### config.mk
export PLATFORM = sky130hd
export DESIGN_NAME = bhpq_ctrl
export DESIGN_NICKNAME = d
export VERILOG_FILES = /design/src/rtl/binary_heap_priority_queue_macros.svh /design/src/rtl/bhpq_pkg.sv /design/src/rtl/bhpq_ctrl.sv
export SDC_FILE = /design/constraint.sdc
export NUM_CORES = 1
export LEC_CHECK = 0
export ABC_AREA = 1
export BUFFER_PORTS_ARGS = -buffer_cell sky130_fd_sc_hd__buf_2
export CELL_PAD_IN_SITES_DETAIL_PLACEMENT = 0
export CELL_PAD_IN_SITES_GLOBAL_PLACEMENT = 1
export CORE_UTILIZATION = 31
export DETAILED_ROUTE_END_ITERATION = 7
export PLACE_DENSITY = 0.87
export RECOVER_POWER = 50
export SLEW_MARGIN = 20
export SYNTH_ARGS = -nofsm -noshare
export SYNTH_HDL_FRONTEND = slang
export SYNTH_SLANG_ARGS = --single-unit
### constraint.sdc
create_clock -name clk_i -period 2.6 [get_ports clk_i]
set_input_delay 0.26 -clock clk_i [delete_from_list [all_inputs] [get_ports clk_i]]
set_output_delay 0.26 -clock clk_i [all_outputs]
set_load 0.02 [all_outputs]
### src/rtl/binary_heap_priority_queue_macros.svh
`ifndef BINARY_HEAP_PRIORITY_QUEUE_MACROS_SVH
`define BINARY_HEAP_PRIORITY_QUEUE_MACROS_SVH

// Checks that the consequent holds in the same cycle as the antecedent.
`define BHPQ_ASSERT_SAME(label, clk, rst_n, ante, cons) \
  label: assert property (@(posedge clk) disable iff (!rst_n) (ante) |-> (cons)) \
    else $error("heap queue check failed");

// Checks that the consequent holds in the cycle after the antecedent.
`define BHPQ_ASSERT_NEXT(label, clk, rst_n, ante, cons) \
  label: assert property (@(posedge clk) disable iff (!rst_n) (ante) |=> (cons)) \
    else $error("heap queue check failed");

`endif

### src/rtl/bhpq_pkg.sv
`default_nettype none

package bhpq_pkg;

  localparam int unsigned HEAP_DEPTH_DEF = 256;
  localparam int unsigned KEY_WIDTH_DEF  = 64;
  localparam int unsigned KEY_PORT_W     = 64;
  localparam int unsigned FILL_W         = 9;

  typedef enum logic [1:0] {
    MODE_PUSH = 2'd0,
    MODE_POP  = 2'd1,
    MODE_PEEK = 2'd2
  } mode_e;

  typedef enum logic [1:0] {
    STS_OK    = 2'd0,
    STS_EMPTY = 2'd1,
    STS_FULL  = 2'd2
  } status_e;

  typedef enum logic [3:0] {
    OP_IDLE,
    OP_PUSH_INIT,
    OP_POP_INIT,
    OP_PEEK,
    OP_UP_READ,
    OP_UP_MOVE,
    OP_DN_READ,
    OP_DN_MOVE,
    OP_PLACE
  } dp_op_e;

  typedef struct packed {
    logic    accept;
    dp_op_e  op;
    logic    finish;
    status_e sts;
  } dp_cmd_t;

  typedef struct packed {
    logic count_zero;
    logic count_one;
    logic count_full;
    logic pos_zero;
    logic up_stop;
    logic dn_stop;
  } dp_stat_t;

endpackage

`default_nettype wire

### src/rtl/bhpq_ctrl.sv
`default_nettype none

module bhpq_ctrl (
  input  wire logic               clk_i,
  input  wire logic               rst_ni,
  input  wire logic               start,
  input  wire logic [1:0]         mode_i,
  input  wire bhpq_pkg::dp_stat_t stat_i,
  output bhpq_pkg::dp_cmd_t       cmd_o,
  output logic                    busy
);

  localparam logic [2:0] ST_IDLE   = 3'd0;
  localparam logic [2:0] ST_PEEK   = 3'd1;
  localparam logic [2:0] ST_POP    = 3'd2;
  localparam logic [2:0] ST_UP_RD  = 3'd3;
  localparam logic [2:0] ST_UP_CMP = 3'd4;
  localparam logic [2:0] ST_DN_RD  = 3'd5;
  localparam logic [2:0] ST_DN_CMP = 3'd6;

  logic [2:0] state_q, state_d;

  always_ff @(posedge clk_i or negedge rst_ni) begin
    if (!rst_ni) begin
      state_q <= ST_IDLE;
    end else begin
      state_q <= state_d;
    end
  end

  assign busy = (state_q != ST_IDLE);

  always_comb begin
    state_d       = state_q;
    cmd_o.accept  = 1'b0;
    cmd_o.op      = bhpq_pkg::OP_IDLE;
    cmd_o.finish  = 1'b0;
    cmd_o.sts     = bhpq_pkg::STS_OK;
    case (state_q)
      ST_IDLE: begin
        if (start) begin
          cmd_o.accept = 1'b1;
          case (mode_i)
            bhpq_pkg::MODE_PUSH: begin
              if (stat_i.count_full) begin
                cmd_o.finish = 1'b1;
                cmd_o.sts    = bhpq_pkg::STS_FULL;
              end else begin
                cmd_o.op = bhpq_pkg::OP_PUSH_INIT;
                state_d  = ST_UP_RD;
              end
            end
            bhpq_pkg::MODE_POP: begin
              if (stat_i.count_zero) begin
                cmd_o.finish = 1'b1;
                cmd_o.sts    = bhpq_pkg::STS_EMPTY;
              end else begin
                state_d = ST_POP;
              end
            end
            bhpq_pkg::MODE_PEEK: begin
              if (stat_i.count_zero) begin
                cmd_o.finish = 1'b1;
                cmd_o.sts    = bhpq_pkg::STS_EMPTY;
              end else begin
                state_d = ST_PEEK;
              end
            end
            default: begin
              // The unused mode is answered at once and leaves the heap and its count unchanged.
              cmd_o.finish = 1'b1;
            end
          endcase
        end
      end
      ST_PEEK: begin
        cmd_o.op     = bhpq_pkg::OP_PEEK;
        cmd_o.finish = 1'b1;
        state_d      = ST_IDLE;
      end
      ST_POP: begin
        cmd_o.op = bhpq_pkg::OP_POP_INIT;
        if (stat_i.count_one) begin
          cmd_o.finish = 1'b1;
          state_d      = ST_IDLE;
        end else begin
          state_d = ST_DN_RD;
        end
      end
      ST_UP_RD: begin
        if (stat_i.pos_zero) begin
          cmd_o.op     = bhpq_pkg::OP_PLACE;
          cmd_o.finish = 1'b1;
          state_d      = ST_IDLE;
        end else begin
          cmd_o.op = bhpq_pkg::OP_UP_READ;
          state_d  = ST_UP_CMP;
        end
      end
      ST_UP_CMP: begin
        if (stat_i.up_stop) begin
          cmd_o.op     = bhpq_pkg::OP_PLACE;
          cmd_o.finish = 1'b1;
          state_d      = ST_IDLE;
        end else begin
          cmd_o.op = bhpq_pkg::OP_UP_MOVE;
          state_d  = ST_UP_RD;
        end
      end
      ST_DN_RD: begin
        cmd_o.op = bhpq_pkg::OP_DN_READ;
        state_d  = ST_DN_CMP;
      end
      ST_DN_CMP: begin
        if (stat_i.dn_stop) begin
          cmd_o.op     = bhpq_pkg::OP_PLACE;
          cmd_o.finish = 1'b1;
          state_d      = ST_IDLE;
        end else begin
          cmd_o.op = bhpq_pkg::OP_DN_MOVE;
          state_d  = ST_DN_RD;
        end
      end
      default: begin
        state_d = ST_IDLE;
      end
    endcase
  end

endmodule

`default_nettype wire

## Yosys cells after proc, flatten, opt, wreduce, memory -nomap -nowiden

Index checks and enable logic that the tools add are counted.

| storage, ports and cells | value |
|---|---|
| bits in registers | 3 |
| bits in latches | 0 |
| memory bits (writable) | 0 |
| ROM bits | 0 |
| input bits | 11 |
| output and inout port bits | 9 |
| word-level logic and storage cells | 47 |
| memories kept | 0 |

| cells by class | value |
|---|---|
| add/subtract/negate cells | 0 |
| multipliers | 0 |
| divide/modulo/power cells | 0 |
| magnitude comparators | 0 |
| eq/ne operators | 13 |
| shift operators | 0 |
| mux-type cells | 28 |
| bitwise logic cells | 0 |
| reductions and logical operators | 5 |

Operators with widths:

| cell | number |
|---|---|
| 4-bit one-hot mux with 7 select lines | 1 |
| 3-bit two-way mux | 9 |
| 3-bit one-hot mux with 6 select lines | 1 |
| 4-bit two-way mux | 4 |
| 3-bit equality test, second input constant | 3 |
| 3-bit inequality test, second input constant | 3 |
| 3-bit one-hot mux with 3 select lines | 1 |
| 8-bit two-way mux | 1 |
| 3-bit by 2-bit equality test with 1-bit output, second input constant | 2 |
| 1-bit two-way mux | 6 |
| 1-bit one-hot mux with 6 select lines | 1 |
| 5-bit AND reduction | 1 |
| 2-bit two-way mux | 2 |
| 4-bit by 1-bit inequality test with 1-bit output, second input constant | 1 |
| 2-bit one-hot mux with 2 select lines | 1 |
| 3-bit by 1-bit equality test with 1-bit output, second input constant | 1 |
| 3-bit logical NOT | 1 |
| 3-bit nonzero test | 1 |
| 2-bit by 1-bit equality test with 1-bit output, second input constant | 1 |
| 2-bit equality test, second input constant | 1 |
| 2-bit logical NOT | 1 |
| 2-bit inequality test, second input constant | 1 |
| 1-bit one-hot mux with 2 select lines | 1 |
| 2-bit OR reduction | 1 |

## Logic depth before layout (Yosys ltp)

Gate-level depths: netlist of the first run.

| logic depth | value |
|---|---|
| depth in word-level cells | 5 |
| depth in mapped cells | 8 |
| gate-level depth less buffers | 8 |

## Worst setup path after synthesis of the first run

OpenSTA, ideal clock, no wires.

| timing | value |
|---|---|
| path kind | flip-flop to output port |
| start | reg state_q[1] |
| end | out cmd_o[0] (netlist name) |
| arrival time | 1.300 ns |
| required time | 2.340 ns |
| slack | 1.040 ns |
| stages on the path, launching flop included | 6 |
| path through | dfrtp_1 -> nor2_4 -> nand2_2 -> nor2_4 -> inv_1 -> nor2_1 |

RTL lines:

| element | RTL line | source |
|---|---|---|
| start, declared | bhpq_ctrl.sv:21 | `logic [2:0] state_q, state_d;` |
| start signal, assigned | bhpq_ctrl.sv:27 | `state_q <= state_d;` |
| end, declared | bhpq_ctrl.sv:9 | `output bhpq_pkg::dp_cmd_t cmd_o,` |

==> flow_summary.toml, run 1 <==
[status]
status = "finished, final reports clean"

[critical_path]
cp.required_ns = 2.34
worstSetupStartpointType = "flip-flop"
crit_type = "reg2out"
setup.worst_path.start = "state_q[1]"
r2r_slack_ns = 1.29
cp.arrival_ns = 1.70
end_kind = "output port"
reg2regPathDepth = 6
reg2reg_from = "state_q[1]"
reg2reg_to = "state_q[1]"
worstPathMaxFanout = 7
endpoint = "cmd_o[1]"

[clocking]
cts_buffers = 3
cts_setup_buffers = 0
insertion_delay_ns = 0.24
cts-root-buf = "clkbuf_4"
cts_tree = "built"
htreeDepth = 1
cts.sinks = 3
clk_pin_slew_ns = 0.04
cts_buffer_depth = 2

[place]
place.detailed.hpwl_microns = 851
dp.cells = 107
place_area_sq_um = 561
gp_congestion = 0.751
io_buffers = 19
dp_slack_ns = 1.10

[floorplanning]
rows = 13
fp.dieArea_sq_mm = 0.00160
die_w_microns = 40.0
design.core.area_sq_mm = 0.00132
ioPinCount = 20
start_util_pct = 33.9
die_h_microns = 40.0

[detailed_routing]
drt_first_pass_iters = 4
viasPerCell = 4.66
ant_nets = 0
routed_wl_microns = 1010
drtIter0Drc = 12
vias = 522
drc = 0
wire_per_inst_microns = 9.02

[yosys]
netlist_area_sq_um = 447
synth_mux_area_share_pct = 0
syn_nets = 89
synth_top_area_share_pct = 16.8
synth-simple-area-share_pct = 54.9
synth_cell_types = 16
avgSynthCellArea_sq_um = 6.12
synth_xor_xnor_area_share_pct = 0
yosysSeqAreaShare_pct = 16.8
synth_top_family_by_area = "simple AND/OR/NAND/NOR gates"
synthAdderAreaFrac_pct = 14.0
synth_cells = 73
synth_compound_area_share_pct = 3.36
ys_top_cells_by_area = "dfrtp_1 (17%), nand2_1 (16%), ha_1 (14%)"
ys_ff_latch = 3
synth_warnings = 0
yosysTopAreaCell = "dfrtp_1"

[finish]
final_cell_mix = "nand2_1 (20), buf_2 (18), inv_1 (12)"
top_regs = "state_q (3)"
seqCellArea_sq_um = 75.1
antenna_cells = 0
final_cell_count_no_fill = 112
design_area_sq_um = 586
layout.nets = 114
syn_to_final_growth_pct = 31.1
drive_gt1_share_pct = 27.8
largest-register = "state_q"
final_common_cell = "nand2_1"
fillers = 159
multi_input_comb_area_sq_um = 313
largest_register_ffs = 3
fin_util_pct = 44.4

[grt]
grtUsageTotal_pct = 16.7
antenna_found_initial = 0
grt_util_met3_pct = 3.33
grt.busiest_layer = "met2"
grt_max_degree = 8
grtUsageMet1_pct = 19.1
overflow = 0
grt_pass1_wl_microns = 1790
grt_use_met2_pct = 29.4
grt_pass1_vias = 478

[pwr]
p_leak_nw = 0.377
power_density_mw_per_mm2 = 1010
max-vdd-ir-drop_v = 0.000394
power.total_uw = 592

[flow_run]
drv_cap = 0

[timing]
relSlewSlack_pct = 77.7
whs_ns = 0.348
tightest_slew_ns = 0.333
rsz0062_at_grt = "false"
finalCritPeriodShare_pct = 75.3
max_freq_mhz = 511
fin_ws_ns = 0.642
finalHoldViolations = 0
min_period_ns = 1.96
drv_slew = 0
setup_tns_ns = 0
setup_viol = 0
skew_ns = 0.00723

[worst_hold_path]
hp-class = "in2async"
==> power by group <==
group          total (mW)  internal, mW  switching [mW]
sequential          0.104        0.0681          0.0357
clock              0.0836        0.0576          0.0260
combinational       0.404         0.134           0.270
total               0.592         0.260           0.332
==> cell type report <==
type	instances	share of cell area (%)
timing repair buffer	20	17.7
tap	15	3.21
inverter	13	8.33
sequential	3	12.8
multi-input combinational	57	53.4
clock buffer	4	4.49
==> per-layer routing <==
metal / up-vias / wire length (microns)
li1: 278 / -
met1: 227 / 435
met2: 15 / 501
met3: 2 / 52
met4: 0 / 21
met5: - / 0
==> cell families (layout without fill, tap and decap cells) <==
kind of cell	count (synthesis)	in the layout
adder cells (fa/ha/maj)	5	5
flip-flops	3	3
buffers and inverters	13	37
AND/OR/NAND/NOR	49	49
AO/OA/AOI/OAI	3	3
==> synthesized netlist by cell type <==
cell type / n
nor3_2: 1
nor3_1: 2
nand3b_1: 4
nand2_2: 3
nor2_2: 1
a21oi_1: 2
nor2_4: 2
nand3_1: 4
o21ai_0: 1
inv_1: 12
ha_1: 5
nand4_1: 3
inv_2: 1
nor2_1: 10
dfrtp_1: 3
nand2_1: 19
==> how the worst min path moves through the flow <==
stage              start          to  slack (ns)
6_report          rst_ni  state_q[2]        0.35
3_5_place_dp      rst_ni  state_q[1]        0.06
4_1_cts           rst_ni  state_q[2]        0.34
3_3_place_gp      rst_ni  state_q[1]        0.05
5_1_grt        stat_i[4]  state_q[2]        0.36
2_1_floorplan     rst_ni  state_q[0]       -0.04
==> critical path, stage by stage (launching register included) <==
cell,delay (ns)
dfrtp_1,0.45
nor2_1,0.31
nand2_1,0.21
nor2_4,0.15
inv_1,0.07
nor3_2,0.09
buf_2,0.18
==> repair_timing <==
action                                 CTS  global route
hold buffers                             1             0
resized for setup                        0             0
endpoints found under the hold margin    3             0
(Power assumes the default switching activity.)
==> run 2, diff against run 1 <==
--- a/config.mk
+++ b/config.mk
@@ -9,9 +9,9 @@
 export BUFFER_PORTS_ARGS = -buffer_cell sky130_fd_sc_hd__buf_2
 export CELL_PAD_IN_SITES_DETAIL_PLACEMENT = 0
 export CELL_PAD_IN_SITES_GLOBAL_PLACEMENT = 1
-export CORE_UTILIZATION = 31
+export CORE_UTILIZATION = 26
 export DETAILED_ROUTE_END_ITERATION = 7
-export PLACE_DENSITY = 0.87
+export PLACE_DENSITY = 0.79
 export RECOVER_POWER = 50
 export SLEW_MARGIN = 20
 export SYNTH_ARGS = -nofsm -noshare
==> constraint.sdc (replaced) <==
create_clock -name clk_i -period 1.79 [get_ports clk_i]
set_input_delay 0.179 -clock clk_i [delete_from_list [all_inputs] [get_ports clk_i]]
set_output_delay 0.179 -clock clk_i [all_outputs]
set_load 0.02 [all_outputs]
==> run 2 against run 1 <==
Against the previous run:
- the flow now finishes with violations (design-rule violations)
- routed wire length is 4.0% higher
- non-clock buffer count unchanged
- die area increased by 18%
- setup slack got worse by 0.48 ns
- clock power rose by 45%
- critical path depth unchanged
- register-to-register slack worse by 0.65 ns
- power is 50% higher
- largest cell class unchanged
==> flow_summary.toml, run 2 (synthesis results as in run 1) <==
[status]
status = "finished, violations left"
violations = "design-rule violations"

[grt]
grtUsageTotal_pct = 12.6
antenna_found_initial = 0
grt_max_degree = 8
grt_pass1_vias = 461
overflow = 0
grt_pass1_wl_microns = 1720

[finish]
layout.nets = 114
top_regs = "state_q (3)"
antenna_cells = 0
final_cell_mix = "nand2_1 (19), buf_2 (18), inv_1 (12)"
design_area_sq_um = 597
largest_register_ffs = 3
drive_gt1_share_pct = 29.9
syn_to_final_growth_pct = 33.6
final_cell_count_no_fill = 113
largest-register = "state_q"
final_common_cell = "nand2_1"

[timing]
max_freq_mhz = 613
relSlewSlack_pct = 82.8
skew_ns = 0.00112
tightest_slew_ns = 0.256
min_period_ns = 1.63
finalCritPeriodShare_pct = 91.1
setup_tns_ns = 0
rsz0062_at_grt = "false"
setup_viol = 0
whs_ns = 0.285
finalHoldViolations = 0
drv_slew = 0

[detailed_routing]
drtIter0Drc = 13
vias = 520
ant_nets = 0
routed_wl_microns = 1050
wire_per_inst_microns = 9.29
drc = 4
viasPerCell = 4.60
drt_first_pass_iters = 6

[critical_path]
reg2regPathDepth = 5
crit_type = "reg2out"
cp.required_ns = 1.61
reg2reg_from = "state_q[0]"
reg2reg_to = "state_q[0]"
end_kind = "output port"
cp.arrival_ns = 1.45
worstPathMaxFanout = 5
worstSetupStartpointType = "flip-flop"
r2r_slack_ns = 0.64

[pwr]
max-vdd-ir-drop_v = 0.000551
power_density_mw_per_mm2 = 1490
p_leak_nw = 0.379
power.total_uw = 890

[clocking]
cts.sinks = 3
htreeDepth = 1
cts_tree = "built"
insertion_delay_ns = 0.23
cts_repair_resize_count = 0
cts-root-buf = "clkbuf_4"
clk_pin_slew_ns = 0.04
cts_buffer_depth = 2
cts_buffers = 3

[place]
dp.cells = 108
place.detailed.hpwl_microns = 851
io_buffers = 19
gp_congestion = 0.828
place_area_sq_um = 562

[floorplanning]
rows = 14
ioPinCount = 20
die_w_microns = 43.5
design.core.area_sq_mm = 0.00156
start_util_pct = 28.7
fp.dieArea_sq_mm = 0.00189
die_h_microns = 43.5

[worst_hold_path]
hp-class = "in2async"

[flow_run]
drv_cap = 0
==> run 2: cell counts in the layout (fill, tap and decap cells not counted) <==
No cell type changed its count.
==> run 2: worst max-delay path: stages, from the launching register on <==
cell and delay, ns:
dfrtp_1 0.45, nor2_4 0.20, nand2_2 0.10, nor2_4 0.12, inv_1 0.07, nor3_2 0.09
buf_2 0.18
==> run 2: metrics by stage <==
step           utilization, %  worst slack, ns
3_3_place_gp             36.0            0.406
2_1_floorplan               -            0.311
4_1_cts                  38.4            0.156
5_1_grt                  38.3           0.0554
3_5_place_dp             36.0            0.406
6_report                 38.3            0.160
==> run 2: worst max-delay path by stage <==
stage	from	to	slack (ns)	cells past startpoint
global route	state_q[0]	cmd_o[1]	0.06	6
global placement	state_q[1]	cmd_o[1]	0.41	6
detailed placement	mode_i[0]	cmd_o[2]	0.41	8
CTS	state_q[0]	cmd_o[1]	0.16	6
floorplan	state_q[1]	cmd_o[0]	0.31	5
finish	state_q[0]	cmd_o[1]	0.16	6
==> run 2: routing by layer <==
| metal | vias to the layer above | part of all wire [%] | track usage (%) |
|---|---|---|---|
| met2 | 21 | 50 | 21.2 |
| met5 | - | 0 | 0 |
| met3 | 2 | 7.8 | 4.58 |
| li1 | 277 | - | - |
| met1 | 220 | 42 | 12.7 |
| met4 | 0 | 0.86 | 9.38 |
==> run 2: final cells by class <==
class,instances,area (sq um)
Sequential cell,3,75.1
Timing Repair Buffer,20,104
Multi-Input combinational cell,57,323
Clock buffer,4,26.3
Fill cell,171,962
Tap cell,16,20.0
Inverter,13,48.8
==> run 2: report_power, final <==
| part | switching [mW] | internal (mW) | total, mW |
|---|---|---|---|
| sequential | 0.0610 | 0.0988 | 0.160 |
| clock | 0.0369 | 0.0837 | 0.121 |
| combinational | 0.403 | 0.206 | 0.609 |
| total | 0.501 | 0.389 | 0.890 |
==> run 2: timing repair <==
action,CTS,global route
endpoints found under the hold margin,3,0
hold buffers,1,0
buffers inserted,0,0
==> run 3, diff against run 2 <==
--- a/config.mk
+++ b/config.mk
@@ -7,11 +7,10 @@
 export LEC_CHECK = 0
 export ABC_AREA = 1
 export BUFFER_PORTS_ARGS = -buffer_cell sky130_fd_sc_hd__buf_2
-export CELL_PAD_IN_SITES_DETAIL_PLACEMENT = 0
-export CELL_PAD_IN_SITES_GLOBAL_PLACEMENT = 1
-export CORE_UTILIZATION = 26
+export CORE_AREA = 2 2 39 41
 export DETAILED_ROUTE_END_ITERATION = 7
-export PLACE_DENSITY = 0.79
+export DIE_AREA = 0 0 41 43
+export PLACE_DENSITY = 0.7
 export RECOVER_POWER = 50
 export SLEW_MARGIN = 20
 export SYNTH_ARGS = -nofsm -noshare
==> run 3 against run 2 <==
Against the previous run:
- the flow now finishes without violations
- clock skew rose by 0.00076 ns
- global-route usage rose by 0.66 points
- final cell count did not move
- via count fell by 2.7%
- non-clock buffer count did not move
- core utilization rose by 4.8 points
- combinational power fell by 0.8%
- count of clock-buffer cells in the layout did not move
- first-iteration DRC count fell by 31%
- critical endpoint unchanged
==> flow_summary.toml, run 3 (synthesis results as in run 1) <==
[timing]
drv_slew = 0
rsz0062_at_grt = "false"
whs_ns = 0.278
finalHoldViolations = 0
setup_tns_ns = 0
skew_ns = 0.00188
relSlewSlack_pct = 81.3
min_period_ns = 1.61
finalCritPeriodShare_pct = 89.9
setup_viol = 0
tightest_slew_ns = 0.280
max_freq_mhz = 621

[clocking]
cts.sinks = 3
cts_repair_resize_count = 0
cts_buffers = 3
cts_tree = "built"
htreeDepth = 1
cts_buffer_depth = 2
cts_setup_buffers = 0
cts-root-buf = "clkbuf_4"
clk_pin_slew_ns = 0.04
insertion_delay_ns = 0.23

[pwr]
max-vdd-ir-drop_v = 0.000506
p_leak_nw = 0.379
power_density_mw_per_mm2 = 1470

[critical_path]
crit_type = "reg2out"
cp.required_ns = 1.61
slowest_stage = "dfrtp_1"
path_cells = "nor2_4, nand2_2, nor2_4, inv_1, nor3_2, buf_2"
worst_path_largest_cell_delay_ns = 0.46
cp.arrival_ns = 1.43
critPathMostFrequentCell = "nor2_4"
worstSetupStartpointType = "flip-flop"
end_kind = "output port"
worstPathMaxFanout = 7

[floorplanning]
fp.dieArea_sq_mm = 0.00176
ioPinCount = 20
design.core.area_sq_mm = 0.00138
start_util_pct = 32.3
rows = 14
die_w_microns = 41
die_h_microns = 43

[grt]
grt_pass1_vias = 475
grt_pass1_wl_microns = 1700
antenna_found_initial = 0
grt_use_met2_pct = 23.1
grtUsageMet1_pct = 16.8
overflow = 0
grt_util_met3_pct = 1.57
grt.busiest_layer = "met2"
grt_max_degree = 8
grtUsageTotal_pct = 13.3

[finish]
final_cell_count_no_fill = 113
final_cell_mix = "nand2_1 (19), buf_2 (18), inv_1 (12)"
drive_gt1_share_pct = 29.9
largest_register_ffs = 3
final_common_cell = "nand2_1"
top_regs = "state_q (3)"
largest-register = "state_q"
layout.nets = 114
antenna_cells = 0
syn_to_final_growth_pct = 33.6

[detailed_routing]
vias = 506
ant_nets = 0
drc = 0
drt_first_pass_iters = 4
wire_per_inst_microns = 8.64
viasPerCell = 4.48
routed_wl_microns = 976
drtIter0Drc = 9

[place]
place.detailed.hpwl_microns = 846
gp_congestion = 0.701
dp.cells = 108
io_buffers = 19

[flow_run]
drv_cap = 0

[worst_hold_path]
hp-class = "in2async"

[status]
status = "finished, final reports clean"
[run 3: cell counts in the layout (fill, tap and decap cells not counted)]
No cell type changed its count.
[run 3: critical path: cells and delay by family, from the launching register on]
| family | cells | cell delay (ns) |
|---|---|---|
| DFF | 1 | 0.46 |
| and+or+nand+nor | 4 | 0.48 |
| buffers and inverters | 2 | 0.24 |
[run 3: final timing paths]
check	start	endpoint	cells after the start	slack [ns]
max in group asynchronous	rst_ni	state_q[2]	2	1.37
min in group clk_i	stat_i[4]	state_q[2]	4	0.29
min reg2reg	state_q[1]	state_q[2]	2	0.74
max	state_q[1]	cmd_o[1]	6	0.18
max reg2reg	state_q[1]	state_q[0]	5	0.66
min	rst_ni	state_q[0]	2	0.28
[run 3: per-stage QoR]
step	total power, mW	worst slack (ns)	instance area, sq um	utilization [%]
final	0.879	0.181	597	43.1
after global routing	0.972	0.0824	597	43.1
after CTS	0.889	0.169	598	43.2
after detailed placement	0.766	0.422	562	40.6
after global placement	0.763	0.425	562	40.6
after floorplan	0.594	0.311	447	-
[run 3: timing repair]
item | in CTS | in global routing
endpoints found under the hold margin | 3 | 0
hold buffers | 1 | 0
setup endpoints to repair | 0 | 0
[run 3: layer usage]
metal | routed length [microns] | vias up
met2 | 504 | 12
met5 | 0 | -
li1 | - | 276
met3 | 42 | 0
met1 | 429 | 218
met4 | 0 | 0
[run 3: power by group]
group | internal (mW) | switching [mW]
logic | 0.206 | 0.398
clock network | 0.0834 | 0.0327
registers | 0.0988 | 0.0599
[run 3: final cells by class]
class                   instances  area (sq um)
clock buffers                   4          26.3
fillers                       157           787
inverters                      13          48.8
multi-input cells              57           323
flip-flops and latches          3          75.1
well taps                      16          20.0
repair buffers                 20           104
